[src/hw/rtl/rpsmc_ram.sv]
`default_nettype none

module rpsmc_ram #(
   parameter int WIDTH = 2,
   parameter int DEPTH = 16
) (
   input  logic                     clock,
   input  logic                     wr_en,
   input  logic [$clog2(DEPTH)-1:0] wr_addr,
   input  logic [WIDTH-1:0]         wr_data,
   input  logic                     rd_en,
   input  logic [$clog2(DEPTH)-1:0] rd_addr,
   output logic [WIDTH-1:0]         rd_data
);

   logic [WIDTH-1:0] mem_ff [DEPTH];
   logic [WIDTH-1:0] rd_data_ff;

   // write port
   always_ff @(posedge clock) begin
      if (wr_en) begin
         mem_ff[wr_addr] <= wr_data;
      end
   end

   // registered read port, holds when not read
   always_ff @(posedge clock) begin
      if (rd_en) begin
         rd_data_ff <= mem_ff[rd_addr];
      end
   end

   assign rd_data = rd_data_ff;

endmodule

`default_nettype wire

[config.mk]
export PLATFORM = sky130hd
export DESIGN_NAME = rpsmc_ram
export DESIGN_NICKNAME = d
export VERILOG_FILES = /design/src/hw/rtl/rpsmc_ram.sv
export SDC_FILE = /design/constraint.sdc
export NUM_CORES = 1
export LEC_CHECK = 0
export BUFFER_PORTS_ARGS = -buffer_cell sky130_fd_sc_hd__buf_2
export CAP_MARGIN = 40
export CORE_UTILIZATION = 40
export DETAILED_ROUTE_END_ITERATION = 8
export GPL_TIMING_DRIVEN = 0
export PLACE_DENSITY = 0.64
export SLEW_MARGIN = 10
export SYNTH_ARGS = -nofsm -noshare
export SYNTH_HDL_FRONTEND = slang
export SYNTH_SLANG_ARGS = --single-unit
[constraint.sdc]
create_clock -name clock -period 1.7 [get_ports clock]
set_input_delay 0.085 -clock clock [delete_from_list [all_inputs] [get_ports clock]]
set_output_delay 0.085 -clock clock [all_outputs]
set_load 0.1 [all_outputs]
==> results of run 1 <==
flip-flops by register name, indices dropped and copies added (netlist names):
name / flops
rd_data: 2
mem_ff: 32
cell usage in the layout, fill, tap and decap left out:
cell type	n
edfxtp_1	34
nor2_1	13
buf_2	12
nand3_1	5
clkbuf_4	5
mux4_1	4
mux4_2	4
nor3_1	4
nand2_1	3
nor2b_1	2
a22oi_1	2
nand3b_1	2
nand2b_1	2
buf_6	1
clkbuf_1	1
or3b_2	1
clkinv_1	1
dlygate4sd3_1	1
layer usage:
layer | up-vias | wire length, um
met4 | 0 | 32
met3 | 6 | 111
met5 | - | 0
met2 | 22 | 1100
li1 | 351 | -
met1 | 368 | 979
logic make-up (layout without fill, tap and decap cells):
group                  Yosys count  count (layout)  share of synthesized area [%]
DFF                             34              34                           72.9
and+or+nand+nor                 32              32                           11.0
muxes                            8               8                           13.9
AOI/OAI and AO/OA                2               2                           1.07
buffers and inverters            2              21                           1.07
per-stage QoR:
| stage | cells | cell area [um2] |
|---|---|---|
| after floorplan | 78 | 1400 |
| after global placement | 136 | 1520 |
| after detailed placement | 136 | 1520 |
| after CTS | 143 | 1570 |
| after global routing | 143 | 1570 |
| final | 143 | 1570 |
worst max-delay path, cell delays in order (launching register included):
cell and delay [ns]:
edfxtp_1 0.38, mux4_2 0.49, a22oi_1 0.21, nand3_1 0.11
final cells by class:
type / instances / area [um2] / share of cell area [%]
Buffer: 2 / 15.0 / 0.957
Multi-Input combinational cell: 42 / 364 / 23.2
Timing Repair Buffer: 13 / 70.1 / 4.47
Clock buffer: 5 / 37.5 / 2.39
Tap cell: 46 / 57.6 / 3.67
Clock inverter: 1 / 3.75 / 0.239
Sequential cell: 34 / 1020 / 65.1
power breakdown:
part	total [mW]	switching [mW]	internal [mW]
combinational	0.133	0.0862	0.0465
clock	0.368	0.227	0.141
sequential	0.947	0.00439	0.943
total	1.45	0.318	1.13
path summary, 6_finish.rpt:
check / end / from / slack [ns] / cells after the start
setup / recovery: rd_data[1] / mem_ff[2][1] / 0.26 / 3
hold / removal: rd_data[0] / rd_addr[2] / 0.13 / 3
setup reg to reg: rd_data[1] / mem_ff[2][1] / 0.26 / 3
hold reg to reg: rd_data[0] / mem_ff[11][0] / 0.75 / 3
==> metrics, run 1 <==
top cells by area, synth=edfxtp_1 (73%), mux4_1 (7.5%), mux4_2 (6.4%); Worst Skew=0.00825 ns; final worst path period need=1.44 ns; worst hold slack=0.129 ns; most frequent cell after synthesis=edfxtp_1; power per cell area=923 nW/um2; RSZ-0062 raised after global routing=no; M1 GR Usage=16.5%; ys flop type=edfxtp_1; CTS resizes=0; Max Cap Violations=0; post-synth top area cell=edfxtp_1; Initial Utilization=42.0%; asr flop ratio synth=0%; H-tree depth=2; Final #Nets=111; largest net degree at the start of global routing=17; CTS tree=done; # diodes=0; Worst Max-Slew Pin Slew=0.484 ns; worst skew pair latency=0.32 ns; Achievable Freq=695 MHz; hold crit path type=primary input to register; GPL Wtd Cong=0.688; WS Path Type=register to register; row cnt=21; overall via count from detail_route=747; LEAKAGE=0.514 nW; Die Y=61.2 um; Max FO, Critical Path=1; Rel. slew slack=67.9%; Crit. End Element=register; Hold Vio Cnt, Final=0; grt ovf=0; gr busiest metal=met2; Setup TNS=0 ns; final WL=2220 um; clock buffer depth=2; startpoint types=register; outcome=finished clean; final core occ=47.0%; first-pass GRT wire length=3400 um; Yosys top cell area share=72.9%; Tcrit/Tclk final=84.7%; syn nets=91; die width=61.2 um; Detail Placement HPWL=1600 um; Post-synth EDFFs=34; drc violations=0; overall power=1.45 mW; routed length per instance=15.5 um; Seq/Total Area, Yosys=72.9%; number of global-route vias before repair=759; post-CTS setup repair buffer count=0; critical path data required time=1.77 ns; IO Count=15; clk sinks=34; Ys Warns=0; first drt pass iteration count=4; # setup viols final=0; initial antenna violation count=0; Fill cells=309; met2 usage in global routing=22.5%; Post-CTS Hold Buffers=1; area grow syn2layout=12.1%; DP Worst Slack=0.272 ns; met3 Use GR=6.30%; Synth top cells by count=edfxtp_1 (34), nor2_1 (13), nand3_1 (5); port bufs=12; Clock Pin Slew Worst Setup and Hold Paths=0.09 ns; synthesized instance count=78; via/cell ratio=5.22; Tot GR Track Use=14.0%; share of layout cells above drive strength 1=23.7%; Yosys cell types=14; mapped cell area=1400 um2; area of the core=3340 um2; total CTS buffers=5; max-slew violations=0; Yosys reg bits=34; Detail Route Antenna Nets=0; Final WS setup=0.261 ns; CTS root buffer=clkbuf_4; crit path DAT=1.51 ns; syn avg cell area=17.9 um2; Initial DRC Count=22; die area=3740 um2; Max VDD drop=0.423 mV
No activity file was read; power rests on OpenSTA's default activity.
==> inputs of run 2 (changes only) <==
Clock period 1.7 ns to 1.4 ns, I/O delays scaled along.
==> run 2 against run 1 <==
Sequential share of layout area is 0.41 points lower. Die area stayed put. Worst hold slack worse by 0.016 ns. First-iteration DRC count is 18% higher. Critical path depth stayed put. Setup slack worse by 0.26 ns. Maximum frequency is 3.0% higher. Total power is 22% higher. Routed wire length is 0.36% higher. Combinational power is 24% higher. Largest cell class unchanged. Largest power group unchanged. Highest routed layer unchanged.
==> metrics, run 2 (same netlist as run 1, synthesis figures left out) <==
outcome=finished clean; Initial DRC Count=26; Critical Path Start=mem_ff[2][1]; final worst path period need=1.40 ns; clk sinks=34; Achievable Freq=716 MHz; hold crit path type=primary input to register; dpl cell area=1520 um2; largest net degree at the start of global routing=17; first-pass GRT wire length=3440 um; worst skew pair latency=0.32 ns; row cnt=21; port bufs=12; GPL Wtd Cong=0.688; initial antenna violation count=0; worst r2r dst=rd_data[1]; most frequent cells in the layout=edfxtp_1 (34), nor2_1 (13), buf_2 (12), nand3_1 (5), clkbuf_4 (5); post-route cell area=1580 um2; Largest register FFs=32; clock buffer depth=2; Fill cells=308; grt ovf=0; Rel. slew slack=67.9%; routed length per instance=15.6 um; Detail Placement HPWL=1600 um; Worst path max stage delay=0.50 ns; worst r2r src=mem_ff[2][1]; switch share=22.0%; post-CTS setup repair buffer count=0; CTS tree=done; Crit-path slowest cell=mux4_2; proportion of power drawn by combinational gates=9.4%; number of global-route vias before repair=773; critical path data required time=1.47 ns; LEAKAGE=0.515 nW; Tot GR Track Use=14.2%; overall via count from detail_route=750; Crit. End Element=register; # setup viols final=0; Die Y=61.2 um; # diodes=0; Final #Nets=111; max-slew violations=0; area of the multi-input gates=374 um2; Worst Skew=0.00825 ns; Clock Pin Slew Worst Setup and Hold Paths=0.09 ns; Initial Utilization=42.0%; via/cell ratio=5.24; Pint=1.37 mW; crit path DAT=1.47 ns; crit path to=rd_data[1]; power per cell area=1120 nW/um2; sequential power share=65.2%; first drt pass iteration count=4; Biggest register=mem_ff; Reg2Reg Setup Slack=0.003 ns; CTS root buffer=clkbuf_4; die width=61.2 um; RSZ-0062 raised after global routing=yes; critical path, cell by cell=mux4_2 > a22oi_2 > nand3_1; Max FO, Critical Path=1; Max VDD drop=0.514 mV; Detail Route Antenna Nets=0; H-tree depth=2; Hold Vio Cnt, Final=0; final WL=2230 um; startpoint types=register; Reg2Reg Depth=3; WS Path Type=register to register; commonest non-fill, non-tap cell in the layout=edfxtp_1; area grow syn2layout=12.8%; overall power=1.76 mW; Tcrit/Tclk final=99.8%; register area=1020 um2; Worst Max-Slew Pin Slew=0.484 ns; IO Count=15; area of the core=3340 um2; die area=3740 um2; min-delay src=rd_addr[2]; Max Cap Violations=0; drc violations=0; clock power share=25.4%; Sw Pwr=0.388 mW; total CTS buffers=5; share of layout cells above drive strength 1=25.8%
-- run 2: cell types whose count changed in the layout (fill, tap and decap cells not counted) --
cell and delta:
a22oi_1 -2, a22oi_2 +2
-- run 2: what timing repair did --
item / 4_1_cts / 5_1_grt
pin swaps: 2 / 0
endpoints found under the setup margin: 2 / 2
hold buffers: 1 / 0
gates resized for setup: 2 / 0
hold endpoints to repair: 2 / 0
-- run 2: worst max-delay path, delay by kind of cell, from the launching register on --
kind,cells,cell delay (ns)
AND/OR/NAND/NOR,1,0.09
flip-flops,1,0.38
multiplexers,1,0.50
AO/OA/AOI/OAI,1,0.17
-- run 2: worst min-delay path by stage --
stage	to	cells after the start
global route	mem_ff[14][1]	1
CTS	rd_data[0]	3
floorplan	mem_ff[0][0]	0
global placement	rd_data[1]	1
finish	rd_data[0]	3
detailed placement	rd_data[0]	1
-- run 2: power by group through the flow --
stage	Clock, mW	Sequential, mW	Combinational, mW
after CTS	0.452	1.15	0.167
after global placement	0	1.17	0.157
after global routing	0.495	1.15	0.178
after detailed placement	0	1.17	0.161
after floorplan	0	1.21	0.0672
final	0.447	1.15	0.165
-- run 2: layout make-up --
class,count,area share (%)
clock buffers,5,2.38
well taps,46,3.65
plain buffers,2,0.951
clock inverters,1,0.238
repair buffers,13,4.44
multi-input cells,42,23.7
flip-flops and latches,34,64.7
-- run 2: routing by layer --
| layer | part of all wire [%] | vias up | wire [um] | GRT usage (%) |
|---|---|---|---|---|
| met5 | 0 | - | 0 | 0 |
| met3 | 4.7 | 6 | 104 | 6.30 |
| met4 | 1.4 | 0 | 32 | 5.84 |
| met2 | 50 | 22 | 1110 | 23.0 |
| li1 | - | 351 | - | - |
| met1 | 44 | 371 | 983 | 16.5 |
-- run 2: metrics by stage --
stage	utilization (%)	hold WS, ns	setup slack [ns]	setup TNS [ns]	std cells
floorplan	-	0.169	0.0951	0	78
global placement	45.5	0.289	-0.00288	-0.00288	136
detailed placement	45.5	0.301	-0.0276	-0.0318	136
CTS	47.3	0.108	-0.000822	-0.000822	143
global route	47.3	0.125	-0.0587	-0.0689	143
finish	47.3	0.114	0.00298	0	143
==> inputs of run 3 (changes only) <==
Settings changed: ABC_AREA set to 1.
==> run 3 against run 2 <==
First-iteration DRC count rose by 92%. Via count rose by 44%. Synthesized area rose by 11%.
==> metrics, run 3 <==
post-synth top area cell=edfxtp_1; clk sinks=34; crit path DAT=1.02 ns; grt ovf=0; die area=4130 um2; # diodes=0; most frequent cells in the layout=nand2_1 (47), edfxtp_1 (34), inv_1 (28), nand3_1 (25), nor2_1 (17); Achievable Freq=916 MHz; Synth top cells by count=nand2_1 (47), edfxtp_1 (34), inv_1 (28); max-slew violations=0; via/cell ratio=4.76; Final WS setup=0.308 ns; post-CTS setup repair buffer count=0; Initial DRC Count=50; Biggest register=mem_ff; H-tree depth=2; initial antenna violation count=0; Final #Nets=191; Crit. End Element=primary output; overall power=2.02 mW; mapped cell area=1550 um2; Seq/Total Area, Yosys=65.8%; die width=64.3 um; share of layout cells above drive strength 1=13.4%; RSZ-0062 raised after global routing=no; port bufs=12; Crit-path slowest cell=buf_2; critical path data required time=1.33 ns; Ys Warns=0; clock buffer depth=2; number of global-route vias before repair=1069; Detail Placement HPWL=2060 um; CTS tree=done; most frequent cell after synthesis=nand2_1; startpoint types=register; DP Worst Slack=0.366 ns; Tot GR Track Use=16.0%; Max VDD drop=0.449 mV; area grow syn2layout=13.0%; first-pass GRT wire length=4780 um; final WL=2890 um; Worst Max-Slew Pin Slew=0.483 ns; Die Y=64.3 um; syn avg cell area=9.76 um2; hold crit path type=primary input to register; Largest register FFs=32; synthesized instance count=159; Post-CTS Hold Buffers=0; Clock Pin Slew Worst Setup and Hold Paths=0.07 ns; Yosys cell types=11; asr flop ratio synth=0%; crit path buf inv count=1; Max FO, Critical Path=1; Initial Utilization=42.1%; ys flop type=edfxtp_1; routed length per instance=12.7 um; final worst path period need=1.09 ns; LEAKAGE=0.768 nW; first drt pass iteration count=7; Fill cells=374; CTS root buffer=clkbuf_8; row cnt=22; power per cell area=1150 nW/um2; commonest non-fill, non-tap cell in the layout=nand2_1; top cells by area, synth=edfxtp_1 (66%), nand2_1 (11%), nand3_1 (8.1%); WS Path Type=register to primary output; Hold Vio Cnt, Final=0; total CTS buffers=5; Max Cap Violations=0; overall via count from detail_route=1081; worst skew pair latency=0.28 ns; Worst Skew=0.00321 ns; Rel. slew slack=68.0%; final core occ=47.5%; critical path's top delay family=buffers and inverters; Tcrit/Tclk final=78.0%; Detail Route Antenna Nets=0; IO Count=15; drc violations=0; largest net degree at the start of global routing=17; # setup viols final=0; area of the core=3690 um2; CTS resizes=0; GPL Wtd Cong=0.879; Yosys reg bits=34; Yosys top cell area share=65.8%; syn nets=172; outcome=finished clean; critical path, cell by cell=buf_2; Setup TNS=0 ns; Worst path max stage delay=0.42 ns; Post-synth EDFFs=34
run 3: cell types whose count changed in the layout (fill, tap and decap cells not counted), sizes merged, moves of 2 or more:
cell and delta:
nand3 +20, inv +30, nor3 -4, nand2 +44, buf +3, nor2b -2, mux4 -8, a22oi -2
nor2 +4, nand2b -2
run 3: metrics by stage:
step	cells	hold WS [ns]	cell area, um2
CTS	227	0.00463	1750
detailed placement	219	0.300	1670
global placement	219	0.288	1670
finish	227	0.00361	1750
floorplan	159	0.169	1550
global route	227	0.00382	1750
run 3: logic make-up (layout without fill, tap and decap cells):
logic type	Yosys count	count (layout)	synth area share, %
buf+inv	34	54	9.68
simple gates	91	91	24.5
flops	34	34	65.8
run 3: cell type report:
| cell class | count | area, um2 | share of cell area (%) |
|---|---|---|---|
| clock buffers | 6 | 72.6 | 4.14 |
| plain buffers | 4 | 35.0 | 2.00 |
| well taps | 48 | 60.1 | 3.43 |
| flip-flops and latches | 34 | 1020 | 58.2 |
| inverters | 30 | 115 | 6.57 |
| repair buffers | 12 | 60.1 | 3.43 |
| clock inverters | 2 | 8.76 | 0.500 |
| multi-input cells | 91 | 380 | 21.7 |
run 3: path summary, 6_finish.rpt:
kind / from / to / slack (ns) / depth (start not counted)
setup / recovery: rd_data[0] / rd_data[0] / 0.31 / 1
hold / removal: rd_en / rd_data[0] / 0.004 / 1
setup reg to reg: mem_ff[7][1] / rd_data[1] / 0.37 / 6
hold reg to reg: mem_ff[10][1] / rd_data[1] / 0.76 / 6
run 3: routing by layer:
metal | track usage, % | part of all wire (%) | routed length [um]
met3 | 5.36 | 4.5 | 130
met2 | 27.2 | 53 | 1520
met1 | 17.8 | 42 | 1220
met4 | 7.50 | 0.55 | 16
met5 | 0 | 0 | 0
run 3: power by group:
part / internal (mW) / leakage [nW] / switching (mW)
clock: 0.341 / 0.0426 / 0.337
sequential: 1.15 / 0.309 / 0.00523
combinational: 0.0539 / 0.417 / 0.136
total: 1.54 / 0.768 / 0.478
