[src/hw/rtl/rpsmc_pkg.sv]
`default_nettype none

package rpsmc_pkg;

   // lattice geometry default
   localparam int SIDE_DEFAULT = 256;

   // field and datapath widths
   localparam int CELL_W     = 2;
   localparam int COORD_W    = 8;
   localparam int OP_W       = 2;
   localparam int KIND_W     = 3;
   localparam int RNG_W      = 31;
   localparam int WGT_W      = 24;
   localparam int OPD_W      = 26;
   localparam int MUL_W      = RNG_W + OPD_W;
   localparam int CSR_IDX_W  = 2;
   localparam int CSR_DATA_W = 31;
   localparam int REQ_DATA_W = 24;
   localparam int RSP_DATA_W = 40;
   localparam int RSP_USED_W = CELL_W + 4 * COORD_W;
   localparam int REQ_PAD_W  = REQ_DATA_W - 2 * COORD_W - CELL_W;
   localparam int RSP_PAD_W  = RSP_DATA_W - RSP_USED_W;

   // park-miller generator constants
   localparam logic [RNG_W-1:0] PM_MOD = 31'h7FFF_FFFF;
   localparam logic [OPD_W-1:0] PM_MUL = 26'd16807;

   // register reset values
   localparam logic [RNG_W-1:0] RESET_SEED = 31'd1;
   localparam logic [WGT_W-1:0] RESET_WP   = 24'd65536;
   localparam logic [WGT_W-1:0] RESET_WR   = 24'd65536;
   localparam logic [WGT_W-1:0] RESET_WX   = 24'd85899;

   // register indexes
   localparam logic [CSR_IDX_W-1:0] CSR_RNG_SEED = 2'd0;
   localparam logic [CSR_IDX_W-1:0] CSR_W_PRED   = 2'd1;
   localparam logic [CSR_IDX_W-1:0] CSR_W_REPR   = 2'd2;
   localparam logic [CSR_IDX_W-1:0] CSR_W_EXCH   = 2'd3;

   // operation codes
   localparam logic [OP_W-1:0] OP_WRITE = 2'd0;
   localparam logic [OP_W-1:0] OP_READ  = 2'd1;
   localparam logic [OP_W-1:0] OP_MOVE  = 2'd2;

   // cell contents
   localparam logic [CELL_W-1:0] CELL_EMPTY = 2'd0;
   localparam logic [CELL_W-1:0] CELL_SP1   = 2'd1;
   localparam logic [CELL_W-1:0] CELL_SP2   = 2'd2;
   localparam logic [CELL_W-1:0] CELL_SP3   = 2'd3;

   typedef enum logic [KIND_W-1:0] {
      KIND_ACCESS     = 3'd0,
      KIND_EMPTY_SITE = 3'd1,
      KIND_PREDATION  = 3'd2,
      KIND_REPRO      = 3'd3,
      KIND_EXCHANGE   = 3'd4,
      KIND_NO_CHANGE  = 3'd5
   } kind_type;

   // what the current random draw is for
   typedef enum logic [1:0] {
      DRAW_ROW = 2'd0,
      DRAW_COL = 2'd1,
      DRAW_DIR = 2'd2,
      DRAW_EVT = 2'd3
   } draw_type;

   // neighbour directions
   typedef enum logic [1:0] {
      DIR_ROW_INC = 2'd0,
      DIR_COL_INC = 2'd1,
      DIR_ROW_DEC = 2'd2,
      DIR_COL_DEC = 2'd3
   } dir_type;

   typedef enum logic [3:0] {
      ST_CLEAR,
      ST_IDLE,
      ST_ACCESS,
      ST_DRAW_MUL,
      ST_DRAW_RED,
      ST_DRAW_SCALE,
      ST_DRAW_TAKE,
      ST_SITE_RD,
      ST_SITE_CHK,
      ST_PART_RD,
      ST_PART_CAP,
      ST_WR_PART,
      ST_WR_SITE,
      ST_DONE
   } state_type;

   // controller to datapath
   typedef struct packed {
      logic     clr_wr;
      logic     take_req;
      logic     acc_go;
      logic     rng_mul;
      logic     rng_red;
      logic     scl_mul;
      logic     scl_take;
      logic     site_rd;
      logic     u1_cap;
      logic     part_rd;
      logic     u2_cap;
      logic     part_wr;
      logic     site_wr;
      logic     res_load;
      draw_type purpose;
   } cmd_type;

   // datapath to controller
   typedef struct packed {
      logic     clr_last;
      logic     site_empty;
      logic     dir_ok;
      logic     out_free;
      kind_type kind;
   } status_type;

endpackage

`default_nettype wire

[src/hw/rtl/rpsmc_dp.sv]
`default_nettype none

module rpsmc_dp #(
   parameter int SIDE = rpsmc_pkg::SIDE_DEFAULT
) (
   input  logic                               clock,
   input  logic                               reset,
   input  rpsmc_pkg::cmd_type                 cmd,
   output rpsmc_pkg::status_type              status,
   input  logic [rpsmc_pkg::REQ_DATA_W-1:0]   req_tdata,
   input  logic [rpsmc_pkg::OP_W-1:0]         req_tuser,
   input  logic                               csr_wr_en,
   input  logic [rpsmc_pkg::CSR_IDX_W-1:0]    csr_index,
   input  logic [rpsmc_pkg::CSR_DATA_W-1:0]   csr_wdata,
   input  logic                               rsp_tready,
   output logic                               rsp_tvalid,
   output logic [rpsmc_pkg::RSP_DATA_W-1:0]   rsp_tdata,
   output logic [rpsmc_pkg::KIND_W-1:0]       rsp_tuser,
   output logic                               mem_wr_en,
   output logic [$clog2(SIDE*SIDE)-1:0]       mem_wr_addr,
   output logic [rpsmc_pkg::CELL_W-1:0]       mem_wr_data,
   output logic                               mem_rd_en,
   output logic [$clog2(SIDE*SIDE)-1:0]       mem_rd_addr,
   input  logic [rpsmc_pkg::CELL_W-1:0]       mem_rd_data
);

   import rpsmc_pkg::*;

   localparam int CW    = $clog2(SIDE);
   localparam int DEPTH = SIDE * SIDE;
   localparam int AW    = $clog2(DEPTH);

   // control and configuration state
   logic [RNG_W-1:0]  z_ff, z_in;
   logic [WGT_W-1:0]  w_pred_ff, w_pred_in;
   logic [WGT_W-1:0]  w_repr_ff, w_repr_in;
   logic [WGT_W-1:0]  w_exch_ff, w_exch_in;
   logic [AW-1:0]     clr_addr_ff, clr_addr_in;
   logic              rsp_valid_ff, rsp_valid_in;

   // payload registers
   logic [OP_W-1:0]        op_ff, op_in;
   logic [COORD_W-1:0]     row_ff, row_in;
   logic [COORD_W-1:0]     col_ff, col_in;
   logic [CELL_W-1:0]      val_ff, val_in;
   logic [MUL_W-1:0]       mul_ff, mul_in;
   logic [CW-1:0]          sr_ff, sr_in;
   logic [CW-1:0]          sc_ff, sc_in;
   logic [CW-1:0]          pr_ff, pr_in;
   logic [CW-1:0]          pc_ff, pc_in;
   logic [CELL_W-1:0]      u1_ff, u1_in;
   logic [CELL_W-1:0]      u2_ff, u2_in;
   kind_type               kind_ff, kind_in;
   logic [RSP_DATA_W-1:0]  rsp_data_ff, rsp_data_in;
   kind_type               rsp_user_ff, rsp_user_in;

   // combinational values
   logic [OPD_W-1:0]    wsum;
   logic [OPD_W-1:0]    mul_opd;
   logic [MUL_W-1:0]    mul_prod;
   logic [RNG_W:0]      fold_sum;
   logic                fold_ge;
   logic [RNG_W-1:0]    rng_next;
   logic [OPD_W-1:0]    scaled;
   dir_type             dir;
   logic [CW:0]         side_ext;
   logic                dir_ok;
   logic [CW-1:0]       cand_pr;
   logic [CW-1:0]       cand_pc;
   logic [WGT_W:0]      w_pr_sum;
   logic [MUL_W-1:0]    thr_pred;
   logic [MUL_W-1:0]    thr_repr;
   logic                eats;
   kind_type            evt_kind;
   logic                acc_in_range;
   logic [AW-1:0]       acc_addr;
   logic [AW-1:0]       site_addr;
   logic [AW-1:0]       part_addr;
   logic [CELL_W-1:0]   res_cell;
   kind_type            res_kind;
   logic [COORD_W-1:0]  res_sr;
   logic [COORD_W-1:0]  res_sc;
   logic [COORD_W-1:0]  res_pr;
   logic [COORD_W-1:0]  res_pc;

   // species that the given species eats
   function automatic logic [CELL_W-1:0] prey_of(input logic [CELL_W-1:0] s);
      logic [CELL_W-1:0] p;
      case (s)
         CELL_SP1: p = CELL_SP2;
         CELL_SP2: p = CELL_SP3;
         CELL_SP3: p = CELL_SP1;
         default:  p = CELL_EMPTY;
      endcase
      return p;
   endfunction

   // shared multiplier: generator step or draw scaling
   always_comb begin
      wsum = OPD_W'(w_pred_ff) + OPD_W'(w_repr_ff) + OPD_W'(w_exch_ff);
      case (cmd.purpose)
         DRAW_ROW: mul_opd = OPD_W'(SIDE);
         DRAW_COL: mul_opd = OPD_W'(SIDE);
         DRAW_DIR: mul_opd = OPD_W'(4);
         DRAW_EVT: mul_opd = wsum;
         default:  mul_opd = '0;
      endcase
      if (cmd.rng_mul) mul_opd = PM_MUL;
      mul_prod = MUL_W'(z_ff) * MUL_W'(mul_opd);
   end

   // fold by 2^31-1: gives both x mod m and floor(x / m)
   always_comb begin
      fold_sum = (RNG_W+1)'(mul_ff[MUL_W-1:RNG_W]) + (RNG_W+1)'(mul_ff[RNG_W-1:0]);
      fold_ge  = fold_sum >= {1'b0, PM_MOD};
      rng_next = fold_ge ? RNG_W'(fold_sum - {1'b0, PM_MOD}) : fold_sum[RNG_W-1:0];
      scaled   = mul_ff[MUL_W-1:RNG_W] + OPD_W'(fold_ge);
   end

   // neighbour candidate and edge check
   always_comb begin
      dir      = dir_type'(scaled[1:0]);
      side_ext = (CW+1)'(SIDE);
      dir_ok   = 1'b0;
      cand_pr  = sr_ff;
      cand_pc  = sc_ff;
      case (dir)
         DIR_ROW_INC: begin
            dir_ok  = ((CW+1)'(sr_ff) + 1'b1) < side_ext;
            cand_pr = sr_ff + 1'b1;
         end
         DIR_COL_INC: begin
            dir_ok  = ((CW+1)'(sc_ff) + 1'b1) < side_ext;
            cand_pc = sc_ff + 1'b1;
         end
         DIR_ROW_DEC: begin
            dir_ok  = (sr_ff != '0);
            cand_pr = sr_ff - 1'b1;
         end
         DIR_COL_DEC: begin
            dir_ok  = (sc_ff != '0);
            cand_pc = sc_ff - 1'b1;
         end
         default: ;
      endcase
   end

   // event choice: compare z*W against weight*m thresholds
   always_comb begin
      w_pr_sum = (WGT_W+1)'(w_pred_ff) + (WGT_W+1)'(w_repr_ff);
      thr_pred = (MUL_W'(w_pred_ff) << RNG_W) - MUL_W'(w_pred_ff);
      thr_repr = (MUL_W'(w_pr_sum) << RNG_W) - MUL_W'(w_pr_sum);
      eats     = (u2_ff != CELL_EMPTY) && (u2_ff == prey_of(u1_ff));
      if (mul_ff <= thr_pred) begin
         evt_kind = eats ? KIND_PREDATION : KIND_NO_CHANGE;
      end else if (mul_ff <= thr_repr) begin
         evt_kind = (u2_ff == CELL_EMPTY) ? KIND_REPRO : KIND_NO_CHANGE;
      end else begin
         evt_kind = KIND_EXCHANGE;
      end
   end

   // lattice addresses
   always_comb begin
      acc_in_range = (32'(row_ff) < 32'(SIDE)) && (32'(col_ff) < 32'(SIDE));
      acc_addr     = AW'(32'(row_ff) * 32'(SIDE) + 32'(col_ff));
      site_addr    = AW'(32'(sr_ff) * 32'(SIDE) + 32'(sc_ff));
      part_addr    = AW'(32'(pr_ff) * 32'(SIDE) + 32'(pc_ff));
   end

   // memory port selection
   always_comb begin
      mem_wr_en   = 1'b0;
      mem_wr_addr = clr_addr_ff;
      mem_wr_data = CELL_EMPTY;
      if (cmd.clr_wr) begin
         mem_wr_en = 1'b1;
      end else if (cmd.acc_go && op_ff == OP_WRITE && acc_in_range) begin
         mem_wr_en   = 1'b1;
         mem_wr_addr = acc_addr;
         mem_wr_data = val_ff;
      end else if (cmd.part_wr) begin
         mem_wr_en   = 1'b1;
         mem_wr_addr = part_addr;
         mem_wr_data = (kind_ff == KIND_PREDATION) ? CELL_EMPTY : u1_ff;
      end else if (cmd.site_wr) begin
         mem_wr_en   = 1'b1;
         mem_wr_addr = site_addr;
         mem_wr_data = u2_ff;
      end

      mem_rd_en   = 1'b0;
      mem_rd_addr = site_addr;
      if (cmd.acc_go && op_ff == OP_READ && acc_in_range) begin
         mem_rd_en   = 1'b1;
         mem_rd_addr = acc_addr;
      end else if (cmd.site_rd) begin
         mem_rd_en = 1'b1;
      end else if (cmd.part_rd) begin
         mem_rd_en   = 1'b1;
         mem_rd_addr = part_addr;
      end
   end

   // result assembly
   always_comb begin
      res_cell = CELL_EMPTY;
      res_kind = KIND_ACCESS;
      res_sr   = '0;
      res_sc   = '0;
      res_pr   = '0;
      res_pc   = '0;
      case (op_ff)
         OP_WRITE: begin
            if (acc_in_range) res_cell = val_ff;
         end
         OP_READ: begin
            if (acc_in_range) res_cell = mem_rd_data;
         end
         OP_MOVE: begin
            res_cell = u1_ff;
            res_kind = kind_ff;
            res_sr   = COORD_W'(sr_ff);
            res_sc   = COORD_W'(sc_ff);
            if (kind_ff != KIND_EMPTY_SITE) begin
               res_pr = COORD_W'(pr_ff);
               res_pc = COORD_W'(pc_ff);
            end
         end
         default: ;
      endcase
   end

   // next values
   always_comb begin
      z_in      = z_ff;
      w_pred_in = w_pred_ff;
      w_repr_in = w_repr_ff;
      w_exch_in = w_exch_ff;
      if (csr_wr_en) begin
         case (csr_index)
            CSR_RNG_SEED: z_in      = csr_wdata[RNG_W-1:0];
            CSR_W_PRED:   w_pred_in = csr_wdata[WGT_W-1:0];
            CSR_W_REPR:   w_repr_in = csr_wdata[WGT_W-1:0];
            CSR_W_EXCH:   w_exch_in = csr_wdata[WGT_W-1:0];
            default: ;
         endcase
      end else if (cmd.rng_red) begin
         z_in = rng_next;
      end

      clr_addr_in = cmd.clr_wr ? clr_addr_ff + 1'b1 : clr_addr_ff;

      op_in  = op_ff;
      row_in = row_ff;
      col_in = col_ff;
      val_in = val_ff;
      if (cmd.take_req) begin
         op_in  = req_tuser;
         row_in = req_tdata[COORD_W-1:0];
         col_in = req_tdata[2*COORD_W-1:COORD_W];
         val_in = req_tdata[2*COORD_W+CELL_W-1:2*COORD_W];
      end

      mul_in = (cmd.rng_mul || cmd.scl_mul) ? mul_prod : mul_ff;

      sr_in   = sr_ff;
      sc_in   = sc_ff;
      pr_in   = pr_ff;
      pc_in   = pc_ff;
      kind_in = kind_ff;
      if (cmd.scl_take) begin
         case (cmd.purpose)
            DRAW_ROW: sr_in = CW'(scaled);
            DRAW_COL: sc_in = CW'(scaled);
            DRAW_DIR: begin
               pr_in = cand_pr;
               pc_in = cand_pc;
            end
            DRAW_EVT: kind_in = evt_kind;
            default: ;
         endcase
      end

      u1_in = u1_ff;
      u2_in = u2_ff;
      if (cmd.u1_cap) begin
         u1_in = mem_rd_data;
         if (mem_rd_data == CELL_EMPTY) kind_in = KIND_EMPTY_SITE;
      end
      if (cmd.u2_cap) u2_in = mem_rd_data;

      // output register: loads while the old item is taken or absent
      rsp_data_in = rsp_data_ff;
      rsp_user_in = rsp_user_ff;
      if (cmd.res_load) begin
         rsp_data_in = {{RSP_PAD_W{1'b0}}, res_pc, res_pr, res_sc, res_sr, res_cell};
         rsp_user_in = res_kind;
         rsp_valid_in = 1'b1;
      end else if (rsp_tready) begin
         rsp_valid_in = 1'b0;
      end else begin
         rsp_valid_in = rsp_valid_ff;
      end
   end

   // registers with reset
   always_ff @(posedge clock) begin
      if (reset) begin
         z_ff         <= RESET_SEED;
         w_pred_ff    <= RESET_WP;
         w_repr_ff    <= RESET_WR;
         w_exch_ff    <= RESET_WX;
         clr_addr_ff  <= '0;
         rsp_valid_ff <= 1'b0;
      end else begin
         z_ff         <= z_in;
         w_pred_ff    <= w_pred_in;
         w_repr_ff    <= w_repr_in;
         w_exch_ff    <= w_exch_in;
         clr_addr_ff  <= clr_addr_in;
         rsp_valid_ff <= rsp_valid_in;
      end
   end

   // payload registers
   always_ff @(posedge clock) begin
      op_ff       <= op_in;
      row_ff      <= row_in;
      col_ff      <= col_in;
      val_ff      <= val_in;
      mul_ff      <= mul_in;
      sr_ff       <= sr_in;
      sc_ff       <= sc_in;
      pr_ff       <= pr_in;
      pc_ff       <= pc_in;
      u1_ff       <= u1_in;
      u2_ff       <= u2_in;
      kind_ff     <= kind_in;
      rsp_data_ff <= rsp_data_in;
      rsp_user_ff <= rsp_user_in;
   end

   // status to the controller
   always_comb begin
      status.clr_last   = (clr_addr_ff == AW'(DEPTH - 1));
      status.site_empty = (mem_rd_data == CELL_EMPTY);
      status.dir_ok     = dir_ok;
      status.out_free   = !rsp_valid_ff || rsp_tready;
      status.kind       = kind_ff;
   end

   assign rsp_tvalid = rsp_valid_ff;
   assign rsp_tdata  = rsp_data_ff;
   assign rsp_tuser  = rsp_user_ff;

endmodule

`default_nettype wire

[config.mk]
export PLATFORM = sky130hd
export DESIGN_NAME = rpsmc_dp
export DESIGN_NICKNAME = d
export VERILOG_FILES = /design/src/hw/rtl/rpsmc_pkg.sv /design/src/hw/rtl/rpsmc_dp.sv
export SDC_FILE = /design/constraint.sdc
export NUM_CORES = 2
export LEC_CHECK = 0
export ABC_AREA = 1
export BUFFER_PORTS_ARGS = -buffer_cell sky130_fd_sc_hd__buf_4
export CAP_MARGIN = 10
export CORE_MARGIN = 2
export CORE_UTILIZATION = 45
export CTS_BUF_LIST = sky130_fd_sc_hd__clkbuf_8
export DETAILED_ROUTE_END_ITERATION = 8
export RECOVER_POWER = 25
export SYNTH_ARGS = -nofsm -noshare
export SYNTH_HDL_FRONTEND = slang
export SYNTH_SLANG_ARGS = --single-unit
[constraint.sdc]
create_clock -name clock -period 10.6 [get_ports clock]
set_input_delay 0.53 -clock clock [delete_from_list [all_inputs] [get_ports clock]]
set_output_delay 0.53 -clock clock [all_outputs]
set_load 0.05 [all_outputs]
==> results by group <==
Status
  • Run status: complete, but fails checks
  • Failing checks: capacitance limit, slew limit

Power
  • Switching pwr: 5.00 mW
  • Clock share of power: 12.2%
  • Leakage: 27.3 nW
  • Peak VDD IR: approximately 0.14 mV
  • P_int: 3.91 mW
  • Pwr per Cell Area: 168 nW/µm²
  • Sw Share: between 50% and 60%
  • Flop pwr share: approximately a fifth
  • Part of the power in combinational logic: 68.0%

Worst setup path
  • WP buf/inv: 9
  • Worst Path Required: 11.01 ns
  • CP Launch Point: w_pred_ff[1]
  • CP max-delay cell: fa_1
  • RR Endpoint: mul_ff[40]
  • Arr. time, crit path: 10.59 ns
  • Crit path max fanout: 19
  • CP endpoint kind: flip-flop
  • CP most frequent cell: fa_1
  • R2R Path Start: w_pred_ff[1]
  • Kind of critical path: flip-flop to flip-flop
  • Reg2reg setup slack: about 0.42 ns
  • Crit path max-delay family: adder cells
  • Slowest cell delay on critical path: approximately 0.68 ns
  • CP startpoint kind: flip-flop
  • R2R cell count: 37

Worst hold path
  • Hold Path Depth: 1
  • Hold endpoint: row_ff[1]
  • Hold crit path type: input port to flip-flop
  • Hold_sp: req_tdata[1]

Clocking
  • H-Tree Level Count: 2
  • Worst skew pair latency: 0.69 ns
  • Setup repair bufs after CTS: 0
  • Clock transition at the registers of the reported paths: 0.06 ns
  • Number of CTS-inserted buffers: 49
  • Clock sinks: 273
  • Longest Clk Path Bufs: 3
  • CTS tree: yes
  • CTS root buffer: clkbuf_8

Die
  • Initial Util: between 40 and 50%
  • Full die area: 111000 µm²
  • # rows: between 100 and 150
  • CORE AREA: roughly 110000 µm²
  • Die Y-Extent: 334 µm
  • Ports: 168
  • Die width: 334 µm

Finish
  • Area delta synth->final: 8.54%
  • Final-stage net count: 7758
  • Share of layout cells above drive strength 1: 7.86%
  • Multi-input logic area: around 36000 µm²
  • Register area: ~7000 µm²
  • Fin cells: 7998
  • Filler Cell Count: 10792

Detailed routing
  • Initial DRC count: 4283
  • Detailed Routing Iterations Pass 1: 8
  • Mean number of vias per cell: between 5 and 6
  • Routed WL per cell: 23.1 µm
  • Vias: 44778
  • Final WL: between 150 and 200 mm
  • Post-route DRC: 0
  • Final ANT Viol Nets: 0

Yosys
  • Largest cells by area after synthesis: fa_1, ha_1, inv_1
  • Commonest cells post-synth: inv_1, nand2_1, nor2_1, fa_1, ha_1
  • Synthesized cell area: 48900 µm²
  • #FFs+latches synth: 273
  • Post-synthesis cell count: 6433
  • Synth area leader: fa_1
  • Count leader, synth: inv_1
  • Sequential-to-total area share from yosys stat: between 10 and 15%
  • Synth cell types: 66
  • Yosys Warn Count: 0
  • Synth async-reset ratio: 0%
  • Prevailing post-synth register cell: edfxtp_1
  • Number of flops mapped to enable cells by yosys: 150
  • Post-synth top area share: 29.6%
  • Avg Cell Area, Syn: 7.60 µm²

Timing
  • Setup WS post-layout: 0.419 ns
  • Setup TNS: 0 ns
  • Final setup viols: 0
  • Slew Viols, Final: slightly below 100
  • Clock skew: 0.0574 ns
  • RSZ-0062 raised after global routing: false
  • Final hold violation count: 0
  • Fin Hold WS: 0.0956 ns
  • Tcrit/Tclk final: 96.0%
  • Fmax: 98.2 MHz
  • Crit path time final: roughly 10 ns
  • Max transition margin: -124%
  • Worst-margin pin slew: 3.35 ns

Placement
  • RePlAce Congestion: 1.00
  • Port Buffers: between 150 and 200
  • Pre-CTS WS: 0.519 ns
  • HPWL after DPL: ~150 mm
  • Placed Cells: 7884

Global route
  • Vias in the first global route: 44626
  • First-pass GRT wire length: 278 mm
  • Largest net degree at the start of global routing: 93
  • Initial antenna violation count: 9
  • Total Routing Usage GR: roughly 33%
  • Grt ovf: 0

Run
  • Max-Cap Viols: 2
worst register-to-register path: cells and delay by family (launching register included):
| kind | cells | cell delay (ns) |
|---|---|---|
| AOI/OAI and AO/OA | 5 | 0.78 |
| xor gates and xnor gates | 1 | 0.34 |
| adders and majority gates | 11 | 5.24 |
| buffers and inverters | 9 | 1.09 |
| DFF | 1 | 0.42 |
| and+or+nand+nor | 11 | 2.04 |
stage by stage:
stage	cell area, µm²	utilization, %	power (mW)
2_1_floorplan	48900	-	5.60
5_1_grt	53100	49.4	9.59
3_5_place_dp	51900	48.3	7.71
3_3_place_gp	51900	48.3	7.65
4_1_cts	53100	49.5	8.83
6_report	53100	49.4	8.92
worst max path at each step:
stage,endpoint,cells past startpoint
finish,mul_ff[40],37
floorplan,mul_ff[43],42
CTS,mul_ff[44],40
global placement,mul_ff[44],40
detailed placement,mul_ff[44],40
global route,mul_ff[44],39
routing by layer:
metal	wire, µm	global-route usage [%]	up-vias
met5	28	0	-
met4	12700	19.6	4
met3	15400	5.08	451
met2	83000	52.9	2084
met1	73800	43.4	21965
li1	-	-	20274
power by group through the flow:
stage          clock network [mW]  registers [mW]  logic, mW
2_1_floorplan                   0            1.56       4.04
3_3_place_gp                    0            1.77       5.88
3_5_place_dp                    0            1.77       5.94
4_1_cts                      1.10            1.75       5.98
5_1_grt                      1.14            1.75       6.69
6_report                     1.09            1.77       6.06
timing repair:
item | 4_1_cts | 5_1_grt
hold buffers | 18 | 0
hold endpoints to repair | 18 | 0
endpoints found under the setup margin | 0 | 6
resized for setup | 0 | 2
sequential cells by signal, summed over array words and instances (netlist names):
| signal | flops |
|---|---|
| mul_ff | 57 |
| rsp_tdata | 34 |
| z_ff | 31 |
| w_exch_ff | 24 |
| w_pred_ff | 24 |
| w_repr_ff | 24 |
| clr_addr_ff | 16 |
| col_ff | 8 |
| pc_ff | 8 |
| pr_ff | 8 |
| row_ff | 8 |
| sc_ff | 8 |
| sr_ff | 8 |
| kind_ff | 3 |
| rsp_tuser | 3 |
| op_ff | 2 |
| u1_ff | 2 |
| u2_ff | 2 |
| val_ff | 2 |
| rsp_tvalid | 1 |
kinds of logic after synthesis:
kind of cell | after synthesis | share of synthesized area (%)
buffers and inverters | 1530 | 11.9
flip-flops | 273 | 14.2
AND/OR/NAND/NOR | 2701 | 23.6
other | 1 | 0.00767
AO/OA/AOI/OAI | 675 | 7.99
adder cells (fa/ha/maj) | 1126 | 39.9
XOR/XNOR | 127 | 2.36
cell type report:
cell class                      count  share of cell area [%]
Antenna cell                        6                  0.0283
Clock buffer                       53                    1.37
Clock inverter                     36                   0.573
Inverter                         1290                    9.13
Multi-Input combinational cell   4635                    68.1
Sequential cell                   273                    13.1
Tap cell                         1403                    3.31
Timing Repair Buffer              302                    4.34
cells in the final DEF, fill, tap and decap left out, types with 95 or more instances in the layout:
cell      count
inv_1      1257
nand2_1    1243
nor2_1      834
fa_1        723
ha_1        403
a21oi_1     261
buf_4       250
o21ai_0     226
nand3_1     215
nand4_1     214
edfxtp_1    150
dfxtp_1     123
xor2_1       95
No activity file was read; power rests on OpenSTA's default activity.
